$ cat src/sv/qfs_pkg.sv
// qfs_pkg: shared constants and controller/datapath handshake types for the
// quoted field splitter. No dependencies.
`timescale 1ns / 1ps

package qfs_pkg;

    localparam logic [7:0] QUOTE_CHAR  = 8'h22;
    localparam logic [7:0] EOL_CHAR    = 8'h00;
    localparam logic [7:0] DELIM_RESET = 8'd44;

    localparam int FIELD_DEPTH_DEF = 64;
    localparam int FIELD_DEPTH_MAX = 1024;

    // Configuration port: one 32-bit register at byte address 0.
    localparam int  APB_ADDR_W  = 3;
    localparam int  APB_DATA_W  = 32;
    localparam logic REG_DELIM  = 1'b0;

    typedef struct packed {
        logic take;   // input beat accepted this cycle
        logic rd;     // read the field store at the drain pointer
        logic load;   // load the output register
    } t_qfs_cmd;

    typedef struct packed {
        logic field_end; // the offered character closes a field
        logic empty;     // no characters left to drain, field is empty
        logic last;      // exactly one character left to drain
        logic out_free;  // output register can take a new beat
    } t_qfs_sts;

endpackage

$ cat src/sv/qfs_ifs.sv
// Stream interfaces for the quoted field splitter: character input and
// field output channels with valid/ready handshake. No dependencies.
`timescale 1ns / 1ps

interface qfs_in_if;
    logic       valid;
    logic       ready;
    logic [7:0] char_in;

    modport source (output valid, output char_in, input ready);
    modport sink   (input valid, input char_in, output ready);
endinterface

interface qfs_out_if;
    logic       valid;
    logic       ready;
    logic [7:0] field_char;
    logic       char_valid;
    logic       last_of_field;
    logic [7:0] field_index;
    logic       overflow;

    modport source (output valid, output field_char, output char_valid,
                    output last_of_field, output field_index, output overflow,
                    input ready);
    modport sink   (input valid, input field_char, input char_valid,
                    input last_of_field, input field_index, input overflow,
                    output ready);
endinterface

$ cat src/sv/qfs_ctrl.sv
// qfs_ctrl: controller state machine of the quoted field splitter. Sequences
// character intake and the drain of a finished field. Depends on qfs_pkg.
`timescale 1ns / 1ps

module qfs_ctrl (
    input  logic              i_clk,
    input  logic              i_rst_n,
    input  logic              i_in_valid,
    output logic              o_in_ready,
    input  qfs_pkg::t_qfs_sts i_sts,
    output qfs_pkg::t_qfs_cmd o_cmd
);
    import qfs_pkg::*;

    localparam logic [1:0] ST_IDLE = 2'd0;
    localparam logic [1:0] ST_RD   = 2'd1;
    localparam logic [1:0] ST_LD   = 2'd2;

    logic [1:0] r_state;
    logic [1:0] n_state;

    always_ff @(posedge i_clk) begin
        if (!i_rst_n) begin
            r_state <= ST_IDLE;
        end else begin
            r_state <= n_state;
        end
    end

    always_comb begin
        n_state    = r_state;
        o_in_ready = 1'b0;
        o_cmd      = '0;
        case (r_state)
            ST_IDLE: begin
                o_in_ready = 1'b1;
                o_cmd.take = i_in_valid;
                if (i_in_valid && i_sts.field_end) begin
                    n_state = ST_RD;
                end
            end
            ST_RD: begin
                // An empty field has nothing to fetch from the store.
                o_cmd.rd = !i_sts.empty;
                n_state  = ST_LD;
            end
            ST_LD: begin
                if (i_sts.out_free) begin
                    o_cmd.load = 1'b1;
                    if (i_sts.empty || i_sts.last) begin
                        n_state = ST_IDLE;
                    end else begin
                        n_state = ST_RD;
                    end
                end
            end
            default: begin
                n_state = ST_IDLE;
            end
        endcase
    end

endmodule

$ cat src/sv/qfs_dp.sv
// qfs_dp: datapath of the quoted field splitter. Holds the field store,
// line state, drain pointer and the output register. Depends on qfs_pkg.
`timescale 1ns / 1ps

module qfs_dp #(
    parameter int FIELD_DEPTH = qfs_pkg::FIELD_DEPTH_DEF
) (
    input  logic              i_clk,
    input  logic              i_rst_n,
    input  qfs_pkg::t_qfs_cmd i_cmd,
    output qfs_pkg::t_qfs_sts o_sts,
    input  logic [7:0]        i_char,
    input  logic [7:0]        i_delim,
    input  logic              i_out_ready,
    output logic              o_out_valid,
    output logic [7:0]        o_field_char,
    output logic              o_char_valid,
    output logic              o_last_of_field,
    output logic [7:0]        o_field_index,
    output logic              o_overflow
);
    import qfs_pkg::*;

    localparam int AW    = $clog2(FIELD_DEPTH);
    localparam int LEN_W = $clog2(FIELD_DEPTH + 1);

    logic [7:0]       r_mem [FIELD_DEPTH];
    logic [7:0]       r_rd_data;

    logic [LEN_W-1:0] r_len;
    logic             r_in_quotes;
    logic [7:0]       r_field_count;
    logic             r_truncated;
    logic             r_first_quote;
    logic             r_last_quote;

    logic [AW-1:0]    r_ptr;
    logic [LEN_W-1:0] r_rem;
    logic [7:0]       r_emit_index;
    logic             r_emit_trunc;

    logic             r_out_valid;
    logic [7:0]       r_out_char;
    logic             r_out_cvalid;
    logic             r_out_last;
    logic [7:0]       r_out_index;
    logic             r_out_ovf;

    logic is_eol;
    logic is_quote;
    logic is_delim;
    logic len_nz;
    logic has_room;
    logic strip;
    logic do_store;

    assign is_eol   = (i_char == EOL_CHAR);
    assign is_quote = (i_char == QUOTE_CHAR);
    assign is_delim = !is_eol && !r_in_quotes && (i_char == i_delim);
    assign len_nz   = (r_len != '0);
    assign has_room = (r_len < LEN_W'(FIELD_DEPTH));
    assign strip    = (r_len >= LEN_W'(2)) && r_first_quote && r_last_quote;
    assign do_store = i_cmd.take && !is_eol && !is_delim && has_room;

    always_comb begin
        o_sts.field_end = is_delim || (is_eol && len_nz);
        o_sts.empty     = (r_rem == '0);
        o_sts.last      = (r_rem == LEN_W'(1));
        o_sts.out_free  = !r_out_valid || i_out_ready;
    end

    // Field store: one write port for intake, one registered read port for the drain.
    always_ff @(posedge i_clk) begin
        if (do_store) begin
            r_mem[r_len[AW-1:0]] <= i_char;
        end
        if (i_cmd.rd) begin
            r_rd_data <= r_mem[r_ptr];
        end
    end

    always_ff @(posedge i_clk) begin
        if (!i_rst_n) begin
            r_len         <= '0;
            r_in_quotes   <= 1'b0;
            r_field_count <= '0;
            r_truncated   <= 1'b0;
            r_first_quote <= 1'b0;
            r_last_quote  <= 1'b0;
            r_rem         <= '0;
        end else if (i_cmd.take) begin
            if (o_sts.field_end) begin
                r_ptr        <= strip ? AW'(1) : '0;
                r_rem        <= strip ? (r_len - LEN_W'(2)) : r_len;
                r_emit_index <= r_field_count;
                r_emit_trunc <= r_truncated;
            end
            if (is_eol || is_delim) begin
                r_len       <= '0;
                r_in_quotes <= 1'b0;
                r_truncated <= 1'b0;
                if (is_eol) begin
                    r_field_count <= '0;
                end else if (r_field_count != 8'hFF) begin
                    r_field_count <= r_field_count + 8'd1;
                end
            end else begin
                // A quote toggles the flag even when it is dropped for lack of room.
                if (is_quote) begin
                    r_in_quotes <= !r_in_quotes;
                end
                if (has_room) begin
                    r_len        <= r_len + LEN_W'(1);
                    r_last_quote <= is_quote;
                    if (!len_nz) begin
                        r_first_quote <= is_quote;
                    end
                end else begin
                    r_truncated <= 1'b1;
                end
            end
        end else if (i_cmd.load && !o_sts.empty) begin
            r_rem <= r_rem - LEN_W'(1);
            r_ptr <= r_ptr + AW'(1);
        end
    end

    always_ff @(posedge i_clk) begin
        if (!i_rst_n) begin
            r_out_valid <= 1'b0;
        end else if (i_cmd.load) begin
            r_out_valid <= 1'b1;
        end else if (i_out_ready) begin
            r_out_valid <= 1'b0;
        end
    end

    always_ff @(posedge i_clk) begin
        if (i_cmd.load) begin
            r_out_char   <= o_sts.empty ? 8'h00 : r_rd_data;
            r_out_cvalid <= !o_sts.empty;
            r_out_last   <= o_sts.empty || o_sts.last;
            r_out_index  <= r_emit_index;
            r_out_ovf    <= r_emit_trunc;
        end
    end

    assign o_out_valid     = r_out_valid;
    assign o_field_char    = r_out_char;
    assign o_char_valid    = r_out_cvalid;
    assign o_last_of_field = r_out_last;
    assign o_field_index   = r_out_index;
    assign o_overflow      = r_out_ovf;

endmodule

$ cat src/sv/quoted_field_splitter.sv
// quoted_field_splitter: top level. A character that does not close a field leaves intake
// open for the next one. A closing character starts a drain: each beat takes a store read,
// then an output load, which waits while the output register still holds a beat; input waits
// until the drain ends. An empty field gives one beat. Synchronous active-low reset clears the
// line state and sets the delimiter to a comma; the field store is not cleared.
`timescale 1ns / 1ps

module quoted_field_splitter #(
    parameter int FIELD_DEPTH = qfs_pkg::FIELD_DEPTH_DEF
) (
    input  logic                            i_clk,
    input  logic                            i_rst_n,
    qfs_in_if.sink                          i_char,
    qfs_out_if.source                       o_field,
    input  logic                            psel,
    input  logic                            penable,
    input  logic                            pwrite,
    input  logic [qfs_pkg::APB_ADDR_W-1:0]  paddr,
    input  logic [qfs_pkg::APB_DATA_W-1:0]  pwdata,
    output logic [qfs_pkg::APB_DATA_W-1:0]  prdata,
    output logic                            pready
);
    import qfs_pkg::*;

    logic [7:0] r_delim;
    logic       sel_delim;
    t_qfs_cmd   w_cmd;
    t_qfs_sts   w_sts;

    assign sel_delim = (paddr[APB_ADDR_W-1:2] == REG_DELIM);
    assign pready    = 1'b1;
    assign prdata    = sel_delim ? {{(APB_DATA_W-8){1'b0}}, r_delim} : '0;

    always_ff @(posedge i_clk) begin
        if (!i_rst_n) begin
            r_delim <= DELIM_RESET;
        end else if (psel && penable && pwrite && sel_delim) begin
            r_delim <= pwdata[7:0];
        end
    end

    qfs_ctrl u_ctrl (
        .i_clk      (i_clk),
        .i_rst_n    (i_rst_n),
        .i_in_valid (i_char.valid),
        .o_in_ready (i_char.ready),
        .i_sts      (w_sts),
        .o_cmd      (w_cmd)
    );

    qfs_dp #(
        .FIELD_DEPTH (FIELD_DEPTH)
    ) u_dp (
        .i_clk           (i_clk),
        .i_rst_n         (i_rst_n),
        .i_cmd           (w_cmd),
        .o_sts           (w_sts),
        .i_char          (i_char.char_in),
        .i_delim         (r_delim),
        .i_out_ready     (o_field.ready),
        .o_out_valid     (o_field.valid),
        .o_field_char    (o_field.field_char),
        .o_char_valid    (o_field.char_valid),
        .o_last_of_field (o_field.last_of_field),
        .o_field_index   (o_field.field_index),
        .o_overflow      (o_field.overflow)
    );

    // The output register is only loaded when its previous beat has gone.
    a_load_free: assert property (@(posedge i_clk) disable iff (!i_rst_n)
        w_cmd.load |-> w_sts.out_free)
        else $error("output register loaded while a beat was still held");

    // A character that closes a field stops intake until the drain is done.
    a_end_blocks: assert property (@(posedge i_clk) disable iff (!i_rst_n)
        (w_cmd.take && w_sts.field_end) |=> !i_char.ready)
        else $error("input accepted during a field drain");

    // A store read is always followed by a load attempt, never by intake.
    a_rd_then_ld: assert property (@(posedge i_clk) disable iff (!i_rst_n)
        w_cmd.rd |=> (!i_char.ready && !w_cmd.rd))
        else $error("store read not followed by an output load step");

    // Intake and drain never overlap.
    a_take_excl: assert property (@(posedge i_clk) disable iff (!i_rst_n)
        w_cmd.take |-> (!w_cmd.rd && !w_cmd.load))
        else $error("intake overlapped with the drain");

endmodule
$ cat src/flat_wrapper.sv
// flat-port wrapper written by rule: the top's interface ports become plain ports
module quoted_field_splitter_flat import qfs_pkg::*;
#(
    parameter int FIELD_DEPTH = qfs_pkg::FIELD_DEPTH_DEF
)
  (i_clk, i_rst_n, psel, penable, pwrite, paddr, pwdata, prdata, pready, i_char_valid, i_char_char_in, i_char_ready, o_field_valid, o_field_field_char, o_field_char_valid, o_field_last_of_field, o_field_field_index, o_field_overflow, o_field_ready);
  qfs_in_if i_char_i ();
  qfs_out_if o_field_i ();
  input  logic i_clk;
  input  logic i_rst_n;
  input  logic psel;
  input  logic penable;
  input  logic pwrite;
  input  logic [qfs_pkg::APB_ADDR_W-1:0] paddr;
  input  logic [qfs_pkg::APB_DATA_W-1:0] pwdata;
  output logic [qfs_pkg::APB_DATA_W-1:0] prdata;
  output logic pready;
  input wire logic [$bits(i_char_i.valid)-1:0] i_char_valid;
  input wire logic [$bits(i_char_i.char_in)-1:0] i_char_char_in;
  output wire logic [$bits(i_char_i.ready)-1:0] i_char_ready;
  output wire logic [$bits(o_field_i.valid)-1:0] o_field_valid;
  output wire logic [$bits(o_field_i.field_char)-1:0] o_field_field_char;
  output wire logic [$bits(o_field_i.char_valid)-1:0] o_field_char_valid;
  output wire logic [$bits(o_field_i.last_of_field)-1:0] o_field_last_of_field;
  output wire logic [$bits(o_field_i.field_index)-1:0] o_field_field_index;
  output wire logic [$bits(o_field_i.overflow)-1:0] o_field_overflow;
  input wire logic [$bits(o_field_i.ready)-1:0] o_field_ready;
  assign i_char_i.valid = i_char_valid;
  assign i_char_i.char_in = i_char_char_in;
  assign i_char_ready = i_char_i.ready;
  assign o_field_valid = o_field_i.valid;
  assign o_field_field_char = o_field_i.field_char;
  assign o_field_char_valid = o_field_i.char_valid;
  assign o_field_last_of_field = o_field_i.last_of_field;
  assign o_field_field_index = o_field_i.field_index;
  assign o_field_overflow = o_field_i.overflow;
  assign o_field_i.ready = o_field_ready;
  quoted_field_splitter #(.FIELD_DEPTH(FIELD_DEPTH)) u_core (.i_clk(i_clk), .i_rst_n(i_rst_n), .i_char(i_char_i), .o_field(o_field_i), .psel(psel), .penable(penable), .pwrite(pwrite), .paddr(paddr), .pwdata(pwdata), .prdata(prdata), .pready(pready));
endmodule
$ cat config.mk
export PLATFORM = sky130hd
export DESIGN_NAME = quoted_field_splitter_flat
export DESIGN_NICKNAME = d
export VERILOG_FILES = /design/src/sv/qfs_pkg.sv /design/src/sv/qfs_ifs.sv /design/src/sv/qfs_ctrl.sv /design/src/sv/qfs_dp.sv /design/src/sv/quoted_field_splitter.sv /design/src/flat_wrapper.sv
export SDC_FILE = /design/constraint.sdc
export NUM_CORES = 1
export LEC_CHECK = 0
export BUFFER_PORTS_ARGS = -buffer_cell sky130_fd_sc_hd__buf_2
export CAP_MARGIN = 20
export CORE_MARGIN = 10
export CORE_UTILIZATION = 40
export DETAILED_ROUTE_END_ITERATION = 10
export GPL_ROUTABILITY_DRIVEN = 0
export GPL_TIMING_DRIVEN = 0
export SYNTH_ARGS = -nofsm -noshare
export SYNTH_HDL_FRONTEND = slang
export SYNTH_SLANG_ARGS = --single-unit
$ cat constraint.sdc
create_clock -name i_clk -period 2.4 [get_ports i_clk]
set_input_delay 0.48 -clock i_clk [delete_from_list [all_inputs] [get_ports i_clk]]
set_output_delay 0.48 -clock i_clk [all_outputs]
set_load 0.005 [all_outputs]
==> flow_summary.json <==
{
  "use_met2_pct": 26.6,
  "die_y_um": 264,
  "status": "complete, but fails checks",
  "core_um2": 58900,
  "critPathKind": "reg -> reg",
  "r2r_start": "u_core.u_dp.r_ptr[0]$_DFFE_PP_",
  "endpoint_kind": "register",
  "required_ns": 2.72,
  "synth_edf_count": 554,
  "tritoncts": "yes",
  "finalClockSkew_ns": 0.0186,
  "hold_viol": 0,
  "p_int_mw": 16.7,
  "clock_path_buffers": 3,
  "clk_pin_slew_worst_paths_ns": 0.06,
  "grt.total_usage_pct": 16.6,
  "synthMuxAreaShare_pct": 13.0,
  "grt_pass1_vias": 13100,
  "synth_xor_area_share_pct": 0.883,
  "final_area_um2": 29500,
  "num_vias": 13000,
  "ys_async_sr_fraction_pct": 0,
  "cp-startpoint": "u_core.u_dp.r_ptr[0]$_DFFE_PP_",
  "ir_worst_vdd_mv": 0.450,
  "synthSimpleGateAreaFrac_pct": 5.95,
  "drt-wirelength-per-cell_um": 24.7,
  "violations": "setup timing",
  "wl_um": 58900,
  "placed_area_um2": 25300,
  "power_density_nw_per_um2": 707,
  "hp-start": "pwdata[5]",
  "arrival_ns": 2.86,
  "max_slew_margin_pct": 41.2,
  "drt_iter0_markers": 1281,
  "synthesis.area_um2": 23800,
  "timing.hold.ws_ns": 0.0915,
  "clkLatencyLatePin_ns": 0.61,
  "grt_max_degree": 67,
  "hold_path_class": "in -> reg",
  "drcViolationCount": 0,
  "drtPass1Iterations": 7,
  "synth_ff_type": "edfxtp_1",
  "numCtsBuffers": 58,
  "yosysSeqAreaShare_pct": 73.0,
  "yosys_warnings": 0,
  "grt_pass1_wl_um": 86900,
  "rsz0062_at_grt": "yes",
  "syn_to_final_growth_pct": 24.0,
  "synth.distinct_cells": 61,
  "finalCoreUtilization_pct": 50.1,
  "syn_area_per_cell_um2": 17.8,
  "io_buffers": 52,
  "synth_compound_area_share_pct": 4.06,
  "synth_seq_cells": 591,
  "pin_count": 104,
  "grt_antenna_before_repair": 0,
  "p_clk_share_pct": 43.2,
  "htree_levels": 2,
  "seq_power_share_pct": 54.2,
  "drive_gt1_share_pct": 33.3,
  "synth_top_family_by_area": "multiplexers",
  "clkSinkCount": 591,
  "nNetsFinal": 1628,
  "grt_overflow": 0,
  "finalSetupTns_ns": -0.441,
  "die_w_um": 264,
  "grt_use_met1_pct": 22.5,
  "fin_ws_ns": -0.133,
  "synthCells": 1338,
  "hpwl_um": 38200,
  "grt_util_met3_pct": 2.57,
  "dieArea_um2": 69600,
  "drv_slew": 0,
  "fin_crit_sh_pct": 106,
  "diodes": 0,
  "postRouteAntennaNets": 0,
  "critPathLaunchType": "register",
  "ctsHoldBuffers": 0,
  "start_util_pct": 40.4,
  "share_comb_of_total_power_pct": 2.6,
  "p_sw_share_pct": 20.0,
  "p_sw_mw": 4.18,
  "min_period_ns": 2.53,
  "drv_cap": 0,
  "p_leak_nw": 9.70,
  "top_usage_layer": "met2",
  "setup_viol": 7,
  "worst_pin_slew_ns": 0.879,
  "row_count": 89,
  "worstPathMaxFanout": 6,
  "root_buffer": "clkbuf_16",
  "routed_via_density": 5.46,
  "timing.fmax_mhz": 395,
  "yosys.area_share.adder_pct": 0.631
}
## layout make-up
| cell class | instances | area, um^2 |
|---|---|---|
| fillers | 4681 | 29400 |
| flip-flops and latches | 591 | 17400 |
| multi-input cells | 671 | 6760 |
| repair buffers | 146 | 1730 |
| clock buffers | 70 | 1540 |
| well taps | 773 | 967 |
| plain buffers | 90 | 743 |
| clock inverters | 38 | 354 |
| inverters | 8 | 30.0 |
## cells in the mapped netlist, types with 8 or more instances
master / instances / area, um^2
a21oi_1: 30 / 150
mux4_2: 109 / 2450
mux2i_1: 63 / 631
a22oi_1: 27 / 203
dfxtp_1: 37 / 741
buf_2: 19 / 95.1
and2_1: 20 / 125
nand3_1: 25 / 125
nand2_1: 72 / 270
o22ai_1: 13 / 81.3
nor3_1: 12 / 60.1
ha_1: 12 / 150
o21ai_0: 15 / 75.1
o211ai_1: 9 / 67.6
buf_4: 35 / 263
xnor2_1: 21 / 184
nor2_1: 100 / 375
edfxtp_1: 554 / 16600
a21boi_0: 9 / 67.6
nor2b_1: 22 / 138
clkbuf_1: 29 / 109
nand2b_1: 8 / 50.1
inv_1: 8 / 30.0
## metrics by stage
| stage | power, mW | instances | setup slack, ns |
|---|---|---|---|
| floorplan | 11.7 | 1361 | -0.0292 |
| global placement | 11.9 | 2186 | -2.40 |
| detailed placement | 11.9 | 2195 | -2.30 |
| CTS | 21.0 | 2376 | -0.104 |
| global route | 21.5 | 2387 | -0.173 |
| finish | 20.8 | 2387 | -0.133 |
## worst paths after layout
kind	to	slack, ns	cells after the start
max	u_core.u_dp.r_rd_data[3]$_DFFE_PP_	-0.13	10
min	u_core.r_delim[5]$_SDFFE_PN1P_	0.09	3
max reg2reg	u_core.u_dp.r_rd_data[3]$_DFFE_PP_	-0.13	10
min reg2reg	u_core.u_dp.o_field_index[0]$_DFFE_PP_	0.42	0
## registers in the layout, summed over array words and instances, names as in the netlist, 2 cells and up
register                   cells
u_core.r_delim                 8
u_core.u_ctrl.r_state          2
u_core.u_dp.o_field_char       8
u_core.u_dp.o_field_index      8
u_core.u_dp.r_emit_index       8
u_core.u_dp.r_field_count      8
u_core.u_dp.r_len              7
u_core.u_dp.r_mem            512
u_core.u_dp.r_ptr              6
u_core.u_dp.r_rd_data          8
u_core.u_dp.r_rem              7
## worst max-delay path, stage by stage (launching register included)
cell and delay, ns:
edfxtp_1 0.42, buf_6 0.16, buf_12 0.13, buf_16 0.14, buf_16 0.15, buf_12 0.14
mux4_2 0.43, mux2i_2 0.23, o211ai_1 0.14, a21oi_1 0.18, o22ai_1 0.12
## cells by family (layout without fill, tap and decap cells)
| family | Yosys count | after routing |
|---|---|---|
| AOI/OAI and AO/OA | 140 | 140 |
| xor gates and xnor gates | 24 | 24 |
| adders and majority gates | 12 | 12 |
| buffers and inverters | 99 | 352 |
| DFF | 591 | 591 |
| muxes | 173 | 173 |
| other | 2 | 25 |
| and+or+nand+nor | 297 | 297 |
## power by group through the flow
stage / sequential (mW) / combinational [mW] / clock [mW]
after floorplan: 11.5 / 0.165 / 0
after global placement: 11.5 / 0.399 / 0
after detailed placement: 11.5 / 0.438 / 0
after CTS: 11.3 / 0.509 / 9.19
after global routing: 11.3 / 0.582 / 9.65
final: 11.3 / 0.539 / 9.01
## routing by layer
metal / vias to the layer above / routed length [um] / share of wire [%]
li1: 5745 / - / -
met1: 6713 / 24700 / 42
met2: 486 / 28400 / 48
met3: 89 / 4030 / 6.8
met4: 0 / 1750 / 3.0
met5: - / 0 / 0
## cells in the final DEF (no fill, tap or decap), types with 6 or more instances in the layout
cell type,n
edfxtp_1,554
mux4_2,109
buf_4,74
nor2_4,65
nand2_1,64
clkbuf_16,60
mux2i_1,57
buf_12,52
buf_2,52
dfxtp_1,37
nor2_1,33
a21oi_1,29
clkbuf_1,28
a22oi_1,25
conb_1,25
nand3_1,21
xnor2_1,21
nor2b_1,19
clkinv_2,19
and2_1,18
o21ai_0,13
ha_1,11
o22ai_1,10
buf_6,9
o211ai_1,9
a21boi_0,9
nand2b_1,8
inv_1,8
buf_8,8
buf_16,8
nand4_1,7
nor3_1,6
a211oi_1,6
mux2i_2,6
nand3b_1,6
nand2_8,6
bufinv_16,6
clkinv_1,6
## timing repair
item | CTS | global route
pin swaps | 51 | 16
setup endpoints to repair | 552 | 489
setup buffers | 72 | 10
cloned | 2 | 1
gates resized for setup | 253 | 44
No activity file was read; power rests on OpenSTA's default activity.
